[config.mk]
export PLATFORM = sky130hd
export DESIGN_NAME = bbct_cell
export DESIGN_NICKNAME = d
export VERILOG_FILES = /design/src/block_buffer_cache_tags_defines.svh /design/src/bbct_pkg.sv /design/src/bbct_cell.sv
export SDC_FILE = /design/constraint.sdc
export NUM_CORES = 1
export LEC_CHECK = 0
export ABC_CLOCK_PERIOD_IN_PS = 3200
export BUFFER_PORTS_ARGS = -buffer_cell sky130_fd_sc_hd__buf_4
export CORE_AREA = 4 4 121 123
export DETAILED_ROUTE_END_ITERATION = 10
export DIE_AREA = 0 0 125 127
export PLACE_DENSITY = 0.79
export SLEW_MARGIN = 20
export SYNTH_ARGS = -nofsm -noshare
export SYNTH_HDL_FRONTEND = slang
export SYNTH_SLANG_ARGS = --single-unit
[constraint.sdc]
create_clock -name clk -period 3.2 [get_ports clk]
set_input_delay 0.64 -clock clk [delete_from_list [all_inputs] [get_ports clk]]
set_output_delay 0.64 -clock clk [all_outputs]
set_load 0.005 [all_outputs]
[src/block_buffer_cache_tags_defines.svh]
// assertion macros for the buffer cache tag store
`ifndef BLOCK_BUFFER_CACHE_TAGS_DEFINES_SVH
`define BLOCK_BUFFER_CACHE_TAGS_DEFINES_SVH

// same-cycle implication, checked outside reset
`define BBCT_ASSERT_SAME(label, ante, cons) \
  label: assert property (@(posedge clk) disable iff (!rst_n) (ante) |-> (cons)) \
    else $error("bbct check failed");

// next-cycle implication, checked outside reset
`define BBCT_ASSERT_NEXT(label, ante, cons) \
  label: assert property (@(posedge clk) disable iff (!rst_n) (ante) |=> (cons)) \
    else $error("bbct check failed");

`endif

[src/bbct_pkg.sv]
// types and constants shared by the buffer cache tag store
package bbct_pkg;

  localparam logic [1:0] OP_GET     = 2'd0;
  localparam logic [1:0] OP_RELEASE = 2'd1;
  localparam logic [1:0] OP_PIN     = 2'd2;
  localparam logic [1:0] OP_UNPIN   = 2'd3;

  localparam logic [1:0] ST_OK    = 2'd0;
  localparam logic [1:0] ST_NOBUF = 2'd1;
  localparam logic [1:0] ST_COUNT = 2'd2;

  localparam logic [7:0] COUNT_MAX = 8'hFF;

  typedef struct packed {
    logic [1:0]  op;
    logic [7:0]  device;
    logic [31:0] block_number;
    logic [4:0]  entry_index;
    logic [31:0] now_tick;
  } in_t;

  typedef struct packed {
    logic [1:0] status;
    logic [4:0] result_entry;
    logic       hit;
    logic       needs_read;
  } out_t;

  // running search record that walks down the cell row
  typedef struct packed {
    logic        vld;
    logic        found;
    logic [7:0]  hit_idx;
    logic [7:0]  hit_cnt;
    logic        hit_loaded;
    logic        have;
    logic [7:0]  best_idx;
    logic [31:0] best_tick;
  } scan_t;

  typedef enum logic [1:0] {
    CMT_HIT,
    CMT_FILL,
    CMT_UP,
    CMT_DOWN
  } cmt_kind_t;

  // update broadcast to every cell, taken by the addressed one
  typedef struct packed {
    logic        en;
    logic [7:0]  idx;
    cmt_kind_t   kind;
    logic [7:0]  dev;
    logic [31:0] blk;
    logic [31:0] tick;
  } cmt_t;

endpackage

[src/bbct_cell.sv]
// one buffer entry: tag, count and fill tick plus one stage of the search row
module bbct_cell import bbct_pkg::*; #(
  parameter int CELL_IDX = 0
) (
  input  logic        clk,
  input  logic        rst_n,
  input  logic [7:0]  req_dev,
  input  logic [31:0] req_blk,
  input  scan_t       scan_i,
  output scan_t       scan_o,
  input  cmt_t        cmt,
  output logic [7:0]  count_o
);

  localparam logic [7:0] MY_IDX = 8'(CELL_IDX);

  logic        in_use_r, in_use_nxt;
  logic [7:0]  dev_r, dev_nxt;
  logic [31:0] blk_r, blk_nxt;
  logic [7:0]  cnt_r, cnt_nxt;
  logic        loaded_r, loaded_nxt;
  logic [31:0] tick_r, tick_nxt;
  scan_t       scan_r, scan_nxt;
  logic [7:0]  cnt_up;
  logic [7:0]  cnt_dn;

  assign cnt_up  = (cnt_r == COUNT_MAX) ? cnt_r : cnt_r + 8'd1;
  assign cnt_dn  = (cnt_r == 8'd0) ? cnt_r : cnt_r - 8'd1;
  assign count_o = cnt_r;
  assign scan_o  = scan_r;

  // search step
  always_comb begin
    scan_nxt = scan_i;
    if (scan_i.vld && !scan_i.found && in_use_r && dev_r == req_dev && blk_r == req_blk) begin
      scan_nxt.found      = 1'b1;
      scan_nxt.hit_idx    = MY_IDX;
      scan_nxt.hit_cnt    = cnt_r;
      scan_nxt.hit_loaded = loaded_r;
    end
    if (scan_i.vld && cnt_r == 8'd0 && (!scan_i.have || tick_r < scan_i.best_tick)) begin
      scan_nxt.have      = 1'b1;
      scan_nxt.best_idx  = MY_IDX;
      scan_nxt.best_tick = tick_r;
    end
  end

  // entry update
  always_comb begin
    in_use_nxt = in_use_r;
    dev_nxt    = dev_r;
    blk_nxt    = blk_r;
    cnt_nxt    = cnt_r;
    loaded_nxt = loaded_r;
    tick_nxt   = tick_r;
    if (cmt.en && cmt.idx == MY_IDX) begin
      case (cmt.kind)
        CMT_HIT: begin
          cnt_nxt    = cnt_up;
          loaded_nxt = 1'b1;
        end
        CMT_FILL: begin
          in_use_nxt = 1'b1;
          dev_nxt    = cmt.dev;
          blk_nxt    = cmt.blk;
          cnt_nxt    = 8'd1;
          loaded_nxt = 1'b1;
          tick_nxt   = cmt.tick;
        end
        CMT_UP:   cnt_nxt = cnt_up;
        CMT_DOWN: cnt_nxt = cnt_dn;
        default:  cnt_nxt = cnt_r;
      endcase
    end
  end

  always_ff @(posedge clk) begin
    if (!rst_n) begin
      in_use_r <= 1'b0;
      dev_r    <= '0;
      blk_r    <= '0;
      cnt_r    <= '0;
      loaded_r <= 1'b0;
      tick_r   <= '0;
      scan_r   <= '0;
    end else begin
      in_use_r <= in_use_nxt;
      dev_r    <= dev_nxt;
      blk_r    <= blk_nxt;
      cnt_r    <= cnt_nxt;
      loaded_r <= loaded_nxt;
      tick_r   <= tick_nxt;
      scan_r   <= scan_nxt;
    end
  end

endmodule

==> impl_results.md <==
* Status: finished, final reports clean
* Power per cell area at 453 nW/µm²
* Post-synthesis cell count at just under 800
* 1st-iter DRT viols at 397
* H-Tree Depth at 4
* Placer congestion estimate at just under 0.9
* Vias post-DR at approximately 6000
* CTS clk-pin slew, worst paths at 0.06 ns
* Worst skew pair latency at around 0.4 ns
* Fmax at 0.392 GHz
* Routed WL at between 15000 and 20000 µm
* Root Buffer: clkbuf_16
* Largest net degree at the start of global routing at 70
* Final Hold Viols at 0
* Number of global-route vias before repair at ~6000
* Synthesis-to-finish area growth at 40.4%
* Antenna viol nets, final at 0
* Placed insts at about 1200
* Most frequent cells in the layout: 257 x buf_4, 226 x nand2_1, 142 x dfxtp_1, 96 x a21oi_1, 44 x inv_1
* # IOs at ~250
* Drt first pass iters at 4
* Avg Cell Area, Syn at between 8 and 9 µm²
* Die W at approximately 130 µm
* Buffers on Ports at 252
* WHS at 0.429 ns
* Final setup TNS at 0 ns
* Max cap viols at 0
* TritonCTS clock tree: done
* Synthesized Nets at slightly above 1000
* Worst-Margin Slew at just over 0.8 ns
* Clock Skews at between 0.01 and 0.015 ns
* Req. time, crit path at 3.52 ns
* Synth Warn # at 0
* Initial Util at 0.476
* Finished Layout Cells at 1219
* Post-synth top flop: dfxtp_1
* PostCTS Resize Cnt at 0
* Tmin final at between 2 and 3 ns
* First-pass GRT wire length at 29600 µm
* DR WL/cell at 15.2 µm
* Layout cells sized above 1 at 0.288
* Fin crit share at 0.798
* CP Capture Type: flip-flop
* Cell area after synthesis at 6500 µm²
* Post-CTS Setup Inserts at 0
* RSZ-0062 raised after global routing: false
* Crit Path Class: primary input to flip-flop
* Grt total ovfl at 0
* Core ar. at roughly 14000 µm²
* Slew margin rel. at 0.445
* Worst Path Max Fanout at 7
* Netlist cell types at 47
* Seq/Total Area, Yosys at 0.437
* Critical path startpoint category: primary input
* Commonest non-fill, non-tap cell in the layout: buf_4
* CP arrival at 2.87 ns
* Maximum vdd drop at ~0.00031 V
* Final-report setup violation count at 0
* # fillers at 1146
* Hold Crit Class: primary input to flip-flop
* Vias per Instance at about 5
* Multi-input gate area at 3320 µm²
* Storage element area at about 2800 µm²
* Reg-to-reg slack, setup at 0.79 ns
* Post-DP HPWL at 13400 µm
* Num Clock Sinks at 142
* Static leakage at ~4.3 nW
* Fin nets at 1249
* Yosys reg bits at 142
* Number of synthesized flops with an enable pin at 0
* Die height at roughly 130 µm
* GRT Total Usage at 0.231
* Number of remaining DRC errors at 0
* Die Area at between 15000 and 20000 µm²
* Num CTS Buffers at 17
* Share of flip-flops with an asynchronous set or reset at 0
* Initial antenna violation count at 1
* CTS Hold Bufs at 0
* FP Rows at 43
* Longest Clk Path Bufs at 2
* Final-report max-slew violation count at 0
final cells by class:
class,count,share of cell area
Inverter,45,0.0186
Timing Repair Buffer,260,0.218
Multi-Input combinational cell,560,0.364
Tap cell,180,0.0247
Clock inverter,10,0.0126
Sequential cell,142,0.311
Clock buffer,21,0.0505
Antenna cell,1,0.000274
power by group:
group / internal (mW) / total (mW) / switching (mW)
Sequential: 1.80 / 1.80 / 0.00807
Combinational: 0.238 / 0.404 / 0.166
Clock: 1.18 / 1.93 / 0.745
path summary, 6_finish.rpt:
check	from	to	cells after the start
max reg2reg	count_o[1]	count_o[7]	6
min reg2reg	blk_r[5]	blk_r[5]	2
min	scan_i[57]	scan_o[57]	2
max	cmt[72]	count_o[7]	9
cells by family after synthesis:
kind of cell | count (synthesis) | share of synthesized area
fa+ha+maj | 38 | 0.0743
mux | 43 | 0.0664
buf+inv | 85 | 0.0541
simple gates | 317 | 0.208
compound gates | 117 | 0.0995
flops | 142 | 0.437
xor+xnor | 45 | 0.0606
routing by layer:
layer | track usage | vias up | wire length [µm]
li1 | - | 3074 | -
met1 | 0.266 | 2735 | 7360
met2 | 0.407 | 201 | 9400
met3 | 0.0740 | 22 | 1440
met4 | 0.0835 | 0 | 367
met5 | 0 | - | 0
worst max-delay path, cell delays in order:
cell and delay (ns):
buf_4 0.13, nand2_1 0.12, inv_1 0.16, ha_1 0.30, a21oi_1 0.23, o211ai_1 0.16
o41ai_1 0.49, mux2_2 0.41, a311oi_1 0.24
metrics by stage:
stage                     total power [mW]  worst slack (ns)  utilization  cell area (µm²)
after global routing                  4.30             0.416        0.668             9130
after floorplan                       1.99             0.657            -             6500
after CTS                             4.17             0.700        0.668             9120
after global placement                2.24             0.367        0.626             8550
after detailed placement              2.25             0.316        0.626             8550
final                                 4.14             0.646        0.668             9130
flip-flops by register name, summed over array words and instances, names as in the netlist:
| register | flops |
|---|---|
| blk_r | 32 |
| count_o | 8 |
| dev_r | 8 |
| in_use_r | 1 |
| loaded_r | 1 |
| scan_o | 60 |
| tick_r | 32 |
cells in the mapped netlist (2+ instances only):
cell type  count  area, µm²
nand2_1      226        848
dfxtp_1      142       2840
a21oi_1       96        480
inv_1         45        169
mux2i_1       42        420
xor2_1        41        359
ha_1          37        463
clkbuf_1      33        124
nor2_1        26       97.6
nor3_1        16       80.1
nor4_1        11       68.8
and2_1         9       56.3
nand3_1        9       45.0
o21ai_0        7       35.0
nand4_1        6       37.5
buf_6          4       45.0
xnor2_1        4       35.0
nand2b_1       3       18.8
buf_2          2       10.0
Power figures use the tool's default switching activity.
